==> src/rtl/core/key_matrix_debouncer_assert.svh <==
// Assertion macros for the debouncer RTL.
// Each macro takes a label, the clock, the active-low reset and two expressions.
`ifndef KEY_MATRIX_DEBOUNCER_ASSERT_SVH
`define KEY_MATRIX_DEBOUNCER_ASSERT_SVH

// The consequent must hold in the same cycle as the antecedent.
`define KMD_ASSERT_SAME(label, clk, rst_n, ante, cons) \
  label: assert property (@(posedge clk) disable iff (!rst_n) (ante) |-> (cons)) \
    else $error("kmd assertion failed");

// The consequent must hold in the cycle after the antecedent.
`define KMD_ASSERT_NEXT(label, clk, rst_n, ante, cons) \
  label: assert property (@(posedge clk) disable iff (!rst_n) (ante) |=> (cons)) \
    else $error("kmd assertion failed");

`endif

==> src/rtl/core/kmd_pkg.sv <==
package kmd_pkg;

  localparam int KEY_BITS = 16;
  localparam int TIME_W   = 32;
  localparam int DEB_W    = 20;
  localparam int POS_W    = 2;

  localparam logic [DEB_W-1:0] DEBOUNCE_RESET = 20'd5000;

  typedef enum logic {
    OP_SCAN = 1'b0,
    OP_TAKE = 1'b1
  } kmd_op_t;

  typedef struct packed {
    logic [KEY_BITS-1:0] stable_keys;
    logic [KEY_BITS-1:0] pending_keys;
    logic                event_valid;
    logic [POS_W-1:0]    event_row;
    logic [POS_W-1:0]    event_column;
  } kmd_result_t;

endpackage

==> src/rtl/core/kmd_if.sv <==
interface kmd_in_if;
  import kmd_pkg::*;
  logic                valid;
  logic                ready;
  logic                operation;
  logic [KEY_BITS-1:0] scanned_keys;
  logic [TIME_W-1:0]   time_us;
  modport source (output valid, operation, scanned_keys, time_us, input ready);
  modport sink (input valid, operation, scanned_keys, time_us, output ready);
endinterface

interface kmd_out_if;
  import kmd_pkg::*;
  logic                valid;
  logic                ready;
  logic [KEY_BITS-1:0] stable_keys;
  logic [KEY_BITS-1:0] pending_keys;
  logic                event_valid;
  logic [POS_W-1:0]    event_row;
  logic [POS_W-1:0]    event_column;
  modport source (output valid, stable_keys, pending_keys, event_valid, event_row,
                  event_column, input ready);
  modport sink (input valid, stable_keys, pending_keys, event_valid, event_row,
                event_column, output ready);
endinterface

interface kmd_cfg_if;
  import kmd_pkg::*;
  logic             valid;
  logic             ready;
  logic [DEB_W-1:0] debounce_us;
  modport source (output valid, debounce_us, input ready);
  modport sink (input valid, debounce_us, output ready);
endinterface

==> src/rtl/core/kmd_lane.sv <==
module kmd_lane (
  input  logic                        clk,
  input  logic                        rst_n,
  input  logic                        scan_en,
  input  logic                        sample,
  input  logic [kmd_pkg::TIME_W-1:0]  now,
  input  logic [kmd_pkg::DEB_W-1:0]   debounce_us,
  output logic                        stable_nxt,
  output logic                        press
);
  import kmd_pkg::*;

  logic              raw_r, raw_nxt;
  logic              stable_r;
  logic [TIME_W-1:0] change_time_r, change_time_nxt;
  logic [TIME_W-1:0] elapsed;

  assign elapsed = now - change_time_r;

  // A raw edge restarts the hold timer; a level that held long enough
  // moves the debounced bit.
  always_comb begin
    raw_nxt         = raw_r;
    stable_nxt      = stable_r;
    change_time_nxt = change_time_r;
    press           = 1'b0;
    if (scan_en) begin
      if (sample != raw_r) begin
        raw_nxt         = sample;
        change_time_nxt = now;
      end else if ((sample != stable_r) &&
                   (elapsed >= {{(TIME_W-DEB_W){1'b0}}, debounce_us})) begin
        stable_nxt = sample;
        press      = sample;
      end
    end
  end

  always_ff @(posedge clk) begin
    if (!rst_n) begin
      raw_r         <= 1'b0;
      stable_r      <= 1'b0;
      change_time_r <= '0;
    end else begin
      raw_r         <= raw_nxt;
      stable_r      <= stable_nxt;
      change_time_r <= change_time_nxt;
    end
  end

endmodule

==> src/rtl/core/kmd_merge.sv <==
module kmd_merge #(
  parameter int KEY_COUNT = 16,
  parameter int COLUMNS   = 4
) (
  input  logic                          clk,
  input  logic                          rst_n,
  input  logic                          take_en,
  input  logic [kmd_pkg::KEY_BITS-1:0]  stable_nxt,
  input  logic [kmd_pkg::KEY_BITS-1:0]  press,
  output kmd_pkg::kmd_result_t          result
);
  import kmd_pkg::*;

  logic [KEY_BITS-1:0] pending_r, pending_nxt;
  logic [KEY_BITS-1:0] lowest;
  logic                found;
  logic [POS_W-1:0]    row;
  logic [POS_W-1:0]    column;

  // Isolate the lowest pending key as a one-hot mask.
  assign lowest = pending_r & (~pending_r + KEY_BITS'(1));
  assign found  = |pending_r;

  always_comb begin
    row    = '0;
    column = '0;
    for (int k = 0; k < KEY_COUNT; k++) begin
      if (lowest[k]) begin
        row    = POS_W'(k / COLUMNS);
        column = POS_W'(k % COLUMNS);
      end
    end
  end

  always_comb begin
    pending_nxt         = pending_r | press;
    result.event_valid  = 1'b0;
    result.event_row    = '0;
    result.event_column = '0;
    if (take_en && found) begin
      pending_nxt         = pending_r & ~lowest;
      result.event_valid  = 1'b1;
      result.event_row    = row;
      result.event_column = column;
    end
    result.stable_keys  = stable_nxt;
    result.pending_keys = pending_nxt;
  end

  always_ff @(posedge clk) begin
    if (!rst_n) begin
      pending_r <= '0;
    end else begin
      pending_r <= pending_nxt;
    end
  end

endmodule

==> src/rtl/core/kmd_skid.sv <==
`include "key_matrix_debouncer_assert.svh"

module kmd_skid (
  input  logic                  clk,
  input  logic                  rst_n,
  input  logic                  push,
  input  kmd_pkg::kmd_result_t  push_data,
  output logic                  can_push,
  output logic                  out_valid,
  input  logic                  out_ready,
  output kmd_pkg::kmd_result_t  out_data
);
  import kmd_pkg::*;

  logic        out_valid_r, out_valid_nxt;
  logic        skid_valid_r, skid_valid_nxt;
  kmd_result_t out_data_r, out_data_nxt;
  kmd_result_t skid_data_r, skid_data_nxt;

  assign can_push  = !skid_valid_r;
  assign out_valid = out_valid_r;
  assign out_data  = out_data_r;

  always_comb begin
    out_valid_nxt  = out_valid_r;
    skid_valid_nxt = skid_valid_r;
    out_data_nxt   = out_data_r;
    skid_data_nxt  = skid_data_r;
    if (push) begin
      if (!out_valid_r || out_ready) begin
        out_valid_nxt = 1'b1;
        out_data_nxt  = push_data;
      end else begin
        skid_valid_nxt = 1'b1;
        skid_data_nxt  = push_data;
      end
    end else if (out_valid_r && out_ready) begin
      if (skid_valid_r) begin
        out_data_nxt   = skid_data_r;
        skid_valid_nxt = 1'b0;
      end else begin
        out_valid_nxt = 1'b0;
      end
    end
  end

  always_ff @(posedge clk) begin
    if (!rst_n) begin
      out_valid_r  <= 1'b0;
      skid_valid_r <= 1'b0;
    end else begin
      out_valid_r  <= out_valid_nxt;
      skid_valid_r <= skid_valid_nxt;
    end
  end

  always_ff @(posedge clk) begin
    out_data_r  <= out_data_nxt;
    skid_data_r <= skid_data_nxt;
  end

  `KMD_ASSERT_SAME(a_skid_behind_out, clk, rst_n, skid_valid_r, out_valid_r)
  `KMD_ASSERT_NEXT(a_stall_fills_skid, clk, rst_n, push && out_valid_r && !out_ready,
                   skid_valid_r && out_valid_r)
  `KMD_ASSERT_NEXT(a_skid_drains, clk, rst_n, out_valid_r && out_ready && skid_valid_r,
                   out_valid_r && !skid_valid_r)

endmodule

==> src/rtl/core/key_matrix_debouncer.sv <==
// Key matrix debouncer with a press-event queue.
// in_ch carries one item per handshake: operation selects a scan (one sampled
// bit per key plus a wrapping microsecond timestamp) or a take, which pops the
// lowest-numbered pending press and reports its row and column.
// out_ch returns exactly one item per accepted input item, in order: the
// debounced and pending key bits after that item, plus the taken event.
// cfg_ch writes debounce_us; it is always ready and should only be used while
// no items are in flight.
// Each result is registered in the output stage, or in the skid stage while
// the receiver stalls. Throughput is one item per cycle while the skid stage is
// empty; each tracked key has a lane with a 32-bit subtract and compare, and a
// single priority encoder picks events. Reset clears all key state, the pending
// bits and the output-stage valid flags, and loads debounce_us with 5000.
// When the receiver stalls, one further item is held in a skid stage, and
// in_ch.ready drops only once both output slots are full.
module key_matrix_debouncer #(
  parameter int ROWS    = 4,
  parameter int COLUMNS = 4
) (
  input  logic       clk,
  input  logic       rst_n,
  kmd_in_if.sink     in_ch,
  kmd_out_if.source  out_ch,
  kmd_cfg_if.sink    cfg_ch
);
  import kmd_pkg::*;

  // Only the first sixteen keys of a large matrix are tracked.
  localparam int KEY_COUNT = (ROWS * COLUMNS > KEY_BITS) ? KEY_BITS : ROWS * COLUMNS;

  logic             accept;
  logic             scan_en;
  logic             take_en;
  logic             can_push;
  logic [DEB_W-1:0] debounce_r;

  logic [KEY_BITS-1:0] stable_nxt;
  logic [KEY_BITS-1:0] press;
  kmd_result_t         result;
  kmd_result_t         out_data;

  assign accept   = in_ch.valid && in_ch.ready;
  assign scan_en  = accept && (kmd_op_t'(in_ch.operation) == OP_SCAN);
  assign take_en  = accept && (kmd_op_t'(in_ch.operation) == OP_TAKE);
  assign in_ch.ready = can_push;

  // The debounce register accepts a write in every cycle.
  assign cfg_ch.ready = 1'b1;

  always_ff @(posedge clk) begin
    if (!rst_n) begin
      debounce_r <= DEBOUNCE_RESET;
    end else if (cfg_ch.valid) begin
      debounce_r <= cfg_ch.debounce_us;
    end
  end

  // One lane per existing key; absent keys read as released with no events.
  for (genvar k = 0; k < KEY_BITS; k++) begin : g_key
    if (k < KEY_COUNT) begin : g_lane
      kmd_lane u_lane (
        .clk         (clk),
        .rst_n       (rst_n),
        .scan_en     (scan_en),
        .sample      (in_ch.scanned_keys[k]),
        .now         (in_ch.time_us),
        .debounce_us (debounce_r),
        .stable_nxt  (stable_nxt[k]),
        .press       (press[k])
      );
    end else begin : g_absent
      assign stable_nxt[k] = 1'b0;
      assign press[k]      = 1'b0;
    end
  end

  // The merge stage owns the pending bits and picks the event to report.
  kmd_merge #(
    .KEY_COUNT (KEY_COUNT),
    .COLUMNS   (COLUMNS)
  ) u_merge (
    .clk        (clk),
    .rst_n      (rst_n),
    .take_en    (take_en),
    .stable_nxt (stable_nxt),
    .press      (press),
    .result     (result)
  );

  // Output register plus skid slot so a stalled receiver stops intake only once the skid slot is full.
  kmd_skid u_skid (
    .clk       (clk),
    .rst_n     (rst_n),
    .push      (accept),
    .push_data (result),
    .can_push  (can_push),
    .out_valid (out_ch.valid),
    .out_ready (out_ch.ready),
    .out_data  (out_data)
  );

  assign out_ch.stable_keys  = out_data.stable_keys;
  assign out_ch.pending_keys = out_data.pending_keys;
  assign out_ch.event_valid  = out_data.event_valid;
  assign out_ch.event_row    = out_data.event_row;
  assign out_ch.event_column = out_data.event_column;

endmodule
==> src/flat_wrapper.sv <==
// flat-port wrapper written by rule: the top's interface ports become plain ports
module key_matrix_debouncer_flat import kmd_pkg::*;
#(
  parameter int ROWS    = 4,
  parameter int COLUMNS = 4
)
  (clk, rst_n, in_ch_valid, in_ch_operation, in_ch_scanned_keys, in_ch_time_us, in_ch_ready, out_ch_valid, out_ch_stable_keys, out_ch_pending_keys, out_ch_event_valid, out_ch_event_row, out_ch_event_column, out_ch_ready, cfg_ch_valid, cfg_ch_debounce_us, cfg_ch_ready);
  kmd_in_if in_ch_i ();
  kmd_out_if out_ch_i ();
  kmd_cfg_if cfg_ch_i ();
  input  logic clk;
  input  logic rst_n;
  input wire logic [$bits(in_ch_i.valid)-1:0] in_ch_valid;
  input wire logic [$bits(in_ch_i.operation)-1:0] in_ch_operation;
  input wire logic [$bits(in_ch_i.scanned_keys)-1:0] in_ch_scanned_keys;
  input wire logic [$bits(in_ch_i.time_us)-1:0] in_ch_time_us;
  output wire logic [$bits(in_ch_i.ready)-1:0] in_ch_ready;
  output wire logic [$bits(out_ch_i.valid)-1:0] out_ch_valid;
  output wire logic [$bits(out_ch_i.stable_keys)-1:0] out_ch_stable_keys;
  output wire logic [$bits(out_ch_i.pending_keys)-1:0] out_ch_pending_keys;
  output wire logic [$bits(out_ch_i.event_valid)-1:0] out_ch_event_valid;
  output wire logic [$bits(out_ch_i.event_row)-1:0] out_ch_event_row;
  output wire logic [$bits(out_ch_i.event_column)-1:0] out_ch_event_column;
  input wire logic [$bits(out_ch_i.ready)-1:0] out_ch_ready;
  input wire logic [$bits(cfg_ch_i.valid)-1:0] cfg_ch_valid;
  input wire logic [$bits(cfg_ch_i.debounce_us)-1:0] cfg_ch_debounce_us;
  output wire logic [$bits(cfg_ch_i.ready)-1:0] cfg_ch_ready;
  assign in_ch_i.valid = in_ch_valid;
  assign in_ch_i.operation = in_ch_operation;
  assign in_ch_i.scanned_keys = in_ch_scanned_keys;
  assign in_ch_i.time_us = in_ch_time_us;
  assign in_ch_ready = in_ch_i.ready;
  assign out_ch_valid = out_ch_i.valid;
  assign out_ch_stable_keys = out_ch_i.stable_keys;
  assign out_ch_pending_keys = out_ch_i.pending_keys;
  assign out_ch_event_valid = out_ch_i.event_valid;
  assign out_ch_event_row = out_ch_i.event_row;
  assign out_ch_event_column = out_ch_i.event_column;
  assign out_ch_i.ready = out_ch_ready;
  assign cfg_ch_i.valid = cfg_ch_valid;
  assign cfg_ch_i.debounce_us = cfg_ch_debounce_us;
  assign cfg_ch_ready = cfg_ch_i.ready;
  key_matrix_debouncer #(.ROWS(ROWS), .COLUMNS(COLUMNS)) u_core (.clk(clk), .rst_n(rst_n), .in_ch(in_ch_i), .out_ch(out_ch_i), .cfg_ch(cfg_ch_i));
endmodule
==> config.mk <==
export PLATFORM = sky130hd
export DESIGN_NAME = key_matrix_debouncer_flat
export DESIGN_NICKNAME = d
export VERILOG_FILES = /design/src/rtl/core/kmd_pkg.sv /design/src/rtl/core/kmd_if.sv /design/src/rtl/core/kmd_lane.sv /design/src/rtl/core/kmd_merge.sv /design/src/rtl/core/kmd_skid.sv /design/src/rtl/core/key_matrix_debouncer.sv /design/src/flat_wrapper.sv
export VERILOG_INCLUDE_DIRS = /design/src /design/src/rtl/core
export SDC_FILE = /design/constraint.sdc
export NUM_CORES = 2
export LEC_CHECK = 0
export BUFFER_PORTS_ARGS = -buffer_cell sky130_fd_sc_hd__clkbuf_2
export CAP_MARGIN = 20
export CORE_ASPECT_RATIO = 1.4
export CORE_MARGIN = 2
export CORE_UTILIZATION = 45
export CTS_CLUSTER_DIAMETER = 80
export CTS_CLUSTER_SIZE = 30
export DETAILED_ROUTE_END_ITERATION = 16
export SLEW_MARGIN = 15
export SYNTH_ARGS = -nofsm -noshare
export SYNTH_HDL_FRONTEND = slang
export SYNTH_HIERARCHICAL = 1
export SYNTH_SLANG_ARGS = --single-unit
==> constraint.sdc <==
create_clock -name clk -period 7.9 [get_ports clk]
set_input_delay 2.37 -clock clk [delete_from_list [all_inputs] [get_ports clk]]
set_output_delay 2.37 -clock clk [all_outputs]
set_load 0.02 [all_outputs]
After elaboration in Yosys (flattened, before gate mapping)
Index checks and enable logic that the tools add are counted.

word-level totals
  word-level logic and storage cells = 320
  output and inout port bits = 40
  input bits = 74
  bits in registers = 656

cells by class
  add/sub/neg operators = 17
  bitwise gates (word level) = 7
  reductions and logical operators = 47
  muxes and demuxes = 136
  equal/unequal tests = 35
  order comparisons = 16

operators with widths
  kind                   count
  $ge 32x20->1           16
  $sub 32x32->32         16
  $mux 37                4
  $mux 1                 105
  $mux 2                 25
  $reduce_and 2->1       18
  $and 16x16->16         2
  $ne 1x1->1             32
  $not 16->16            2
  $logic_and 1x1->1      21
  $add 16x1->16 const B  1
  $mux 16                1
  $or 16x16->16          1
  $reduce_or 16->1       1
  $reduce_and 3->1       2
  $mux 5                 1
  $ne 2x2->1 const B     2
  $reduce_bool 2->1      2
  $logic_not 1->1        2
  $ne 2x1->1 const B     1
  $not 1->1              2
  $logic_or 1x1->1       1

Logic depth before layout (Yosys ltp)
  depth after elaboration = 21
  gate-level depth with buffers = 25
  depth with buffers taken out = 25

Modules after synthesis
The synthesis kept the hierarchy.

by module, submodules not included
  module                                          cells each  sequential area each (µm²)  area an instance (µm²)  times used
  kmd_lane at u_core.g_key[10].g_lane.u_lane ...  515         680.7                       3716.1                  11
  kmd_lane at u_core.g_key[0].g_lane.u_lane ...   565         680.7                       4001.3                  3
  kmd_lane at u_core.g_key[8].g_lane.u_lane       608         680.7                       4256.6                  1
  kmd_lane at u_core.g_key[9].g_lane.u_lane       508         680.7                       3683.5                  1
  kmd_skid                                        129         2262.2                      2964.1                  1
  kmd_merge                                       138         320.3                       1109.8                  1
  key_matrix_debouncer                            69          400.4                       773.2                   1

Worst setup path before layout
Ideal clock, no wire load.

  path kind = input-to-reg
  start = in in_ch_time_us[0]
  end = reg u_core.u_skid.out_data_r (netlist bit u_core/u_skid/out_data[9]), data pin
  buffers on the path = 0
  stages = 24
  path slack = 0.703 ns
  arrival time = 6.937 ns
  setup time = 0.260 ns
  cell sequence = inv_1 -> ha_1 -> inv_1 -> fa_1 -> a21o_1 -> a221o_1 -> a211oi_4 -> nor2_1 -> a31oi_1 -> o21ai_0 -> xor2_1 -> ha_1 -> nand4_1 -> nor2_1 -> a2111oi_0 -> o2111ai_1 -> or4b_1 -> nor4_2 -> nand4_1 -> nor2_1 -> nor3_1 -> a21boi_0 -> o22a_1 -> mux2_4

RTL lines
  item                  line                text
  from (decl)           flat_wrapper.sv:16  input wire logic [$bits(in_ch_i.time_us)-1:0] in_ch_time_us;
  to (signal assigned)  kmd_skid.sv:58      out_data_r <= out_data_nxt;
  to (decl)             kmd_skid.sv:17      kmd_result_t out_data_r, out_data_nxt;

==> metrics.cfg <==
[logic_synthesis]
synth_edf_count = 74
postSynth.asyncResetShare = 0
synth_cells = 8812
synth_common_cells = nand2_1, inv_1, ha_1
syn_area_sq_um = 65670
synth_warnings = 6
ys_seq_area_frac = 0.2113
ys_ff_latch = 656
synthTopCellsByArea = dfxtp_1, ha_1, nand2_1, a21boi_0, inv_1
avgSynthCellArea_sq_um = 7.452
synth_flop_cell = dfxtp_1
synth_nets = 9718
yosysTopAreaCell = dfxtp_1
synth.top_cell.area_share = 0.1774
synth.most_common_cell = nand2_1
yosys.cell_types.count = 112

[final_layout]
fin_nets = 9736
multiInputGateArea_sq_um = 46230
syn_to_final_growth_pct = 7.854
fillers = 14590
drive_gt1_frac = 0.08470
final_util = 0.4894
register_area_sq_um = 13890

[pwr]
power_w = 0.01086
powerDensity_nw_per_um2 = 153.3
max-vdd-ir-drop_uv = 219.1
p_leak_nw = 27.06

[place]
pre_cts_ws_ns = -0.2912
port_buffers = 112
place.gp.congestion = 0.9742
dpl.hpwl_um = 179400

[clocking]
cts.sinks = 656
h-tree-depth = 2
hold_buffers = 0
cts_buffer_depth = 3
insertion_delay_ns = 0.73
postCtsSetupBuffers = 0
cts_made_buffers = 46
clk_pin_slew_worst_paths_ns = 0.08
cts_tree = yes
ctsResizeCount = 0
root_buffer = clkbuf_16

[setup_path]
path_buf_inv = 5
critPathKind = primary input to flop
startpoint_type = primary input
cpMostUsedCell = nor2_1
rrSetupSlack_ns = 2.13
path_max_fanout = 6
cp_slowest_cell = a2111oi_0
cp.required_ns = 8.32
arrival_ns = 7.94
crit_path_end_kind = flop
cp_top_family = compound AO/OA/AOI/OAI gates
max_stage_delay_ns = 0.56

[floorplan]
dieArea_sq_um = 149000
pin_count = 114
die_w_um = 326.9
initial_core_util = 0.4538
coreArea_sq_um = 144700
die_h_um = 456.0
num_rows = 165

[global_routing]
grt_usage = 0.3170
antenna_found_initial = 18
grt_max_degree = 193
grt_pass1_vias = 60820
grt_pass1_wl_um = 365300
overflow = 0

[route]
finalWirelength_um = 243000
wl_per_cell_um = 22.51
drt_first_pass_iters = 6
first_iter_violations = 4232
route.antenna.remaining_nets = 0
route.detailed.drc = 0
dr_total_vias = 62990
viasPerCell = 5.836

[sta]
worstMarginPinSlew_ns = 1.167
setup_viol = 0
finalCritPeriodShare = 0.9510
holdWs_ns = 0.4682
clock.fmax_mhz = 133.1
drv_slew = 0
setup_slack_ns = 0.3867
fin_crit_ns = 7.513
max_slew_margin = 0.2222
finalHoldViolCount = 0
rsz0062_at_grt = false
skew_ns = 0.06979

[outcome]
status = completed

[run]
cap_violations = 0

[worst_hold_path]
hold_class = flop to flop

-- cell usage in the layout, fill, tap and decap left out, types with 54 or more instances in the layout --
| cell type | n |
|---|---|
| nand3_1 | 176 |
| nor3_1 | 131 |
| a211oi_1 | 77 |
| o21a_1 | 77 |
| inv_1 | 916 |
| buf_4 | 237 |
| mux2i_1 | 56 |
| clkbuf_2 | 92 |
| nand2_1 | 1592 |
| a21oi_1 | 582 |
| a31oi_1 | 70 |
| nor2_1 | 459 |
| edfxtp_1 | 74 |
| o21bai_1 | 75 |
| ha_1 | 816 |
| xnor2_1 | 235 |
| nand4_1 | 201 |
| nor2b_1 | 85 |
| dfxtp_1 | 565 |
| a21o_1 | 158 |
| a21boi_0 | 520 |
| o211ai_1 | 54 |
| o21ai_0 | 348 |
| xor2_1 | 158 |
-- power breakdown --
group | internal, W | leakage, nW | switching, W
registers | 0.00351 | 5.41 | 0.000104
logic | 0.00166 | 20.8 | 0.00268
clock network | 0.00124 | 0.838 | 0.00166
total | 0.00641 | 27.1 | 0.00445
-- cell families (layout without fill, tap and decap cells) --
logic type | Yosys count | after routing | synth area share
other cells | 1 | 6 | 0.00005711
mux | 122 | 122 | 0.02254
buf+inv | 1332 | 1387 | 0.08509
simple gates | 3048 | 3048 | 0.2143
compound gates | 2425 | 2425 | 0.2532
fa+ha+maj | 832 | 832 | 0.1604
flops | 656 | 656 | 0.2113
xor+xnor | 396 | 396 | 0.05316
-- final timing paths --
kind	start	to	cells after the start
max	in_ch_time_us[0]	u_core/u_skid/out_data[11]$_DFFE_PP_	26
min	u_core/g_key[2].g_lane.u_lane/change_time_r[19]$_SDFFE_PN0P_	u_core/g_key[2].g_lane.u_lane/change_time_r[19]$_SDFFE_PN0P_	2
max reg2reg	u_core/g_key[6].g_lane.u_lane/change_time_r[0]$_SDFFE_PN0P_	u_core/u_skid/out_data[11]$_DFFE_PP_	23
min reg2reg	u_core/g_key[2].g_lane.u_lane/change_time_r[19]$_SDFFE_PN0P_	u_core/g_key[2].g_lane.u_lane/change_time_r[19]$_SDFFE_PN0P_	2
-- stage by stage --
step                      area (sq um)  instances  setup TNS [ns]
after detailed placement         69050      10700          -1.341
after CTS                        70800      10790               0
after floorplan                  65670       8812               0
final                            70830      10790               0
after global placement           69030      10700         -0.8509
after global routing             70820      10790               0
-- state kept, by name, summed over array words and instances (netlist names) --
register,count
u_core/u_skid/out_valid,1
u_core/g_key.g_lane.u_lane/raw_r,16
u_core/u_merge/pending_r,16
u_core/u_skid/skid_valid_r,1
u_core/g_key.g_lane.u_lane/change_time_r,512
u_core/u_skid/out_data,37
u_core/debounce_r,20
u_core/u_skid/skid_data_r,37
u_core/g_key.g_lane.u_lane/stable_r,16
-- metal layers --
metal,global-route usage,vias up,part of all wire
met4,0.1830,8,0.067
met2,0.5455,1716,0.47
li1,-,30800,-
met3,0.03770,550,0.051
met1,0.3785,29910,0.41
met5,0,-,0.00023
-- worst reg2reg max path: stages (launching register included) --
cell       delay (ns)
dfxtp_1          0.35
ha_1             0.18
inv_1            0.06
fa_1             0.41
a21o_1           0.19
a221o_1          0.42
a211oi_4         0.25
nor2_1           0.09
a31oi_1          0.21
o21ai_0          0.14
xor2_1           0.18
ha_1             0.29
nand4_1          0.12
nor2_1           0.06
a2111oi_0        0.56
buf_4            0.21
o2111ai_1        0.09
or4b_1           0.54
nor4_2           0.25
nand4_1          0.18
nor2_1           0.12
nor3_1           0.10
a22o_2           0.26
mux2_4           0.25
-- cell type report --
cell class                      count  area share
Timing Repair Buffer              386     0.04371
Inverter                          916     0.04855
Tap cell                         1920     0.03392
Clock inverter                     37    0.008091
Multi-Input combinational cell   6824      0.6527
Clock buffer                       48     0.01664
Sequential cell                   656      0.1962
Antenna cell                        5   0.0001767
(Power assumes the default switching activity.)
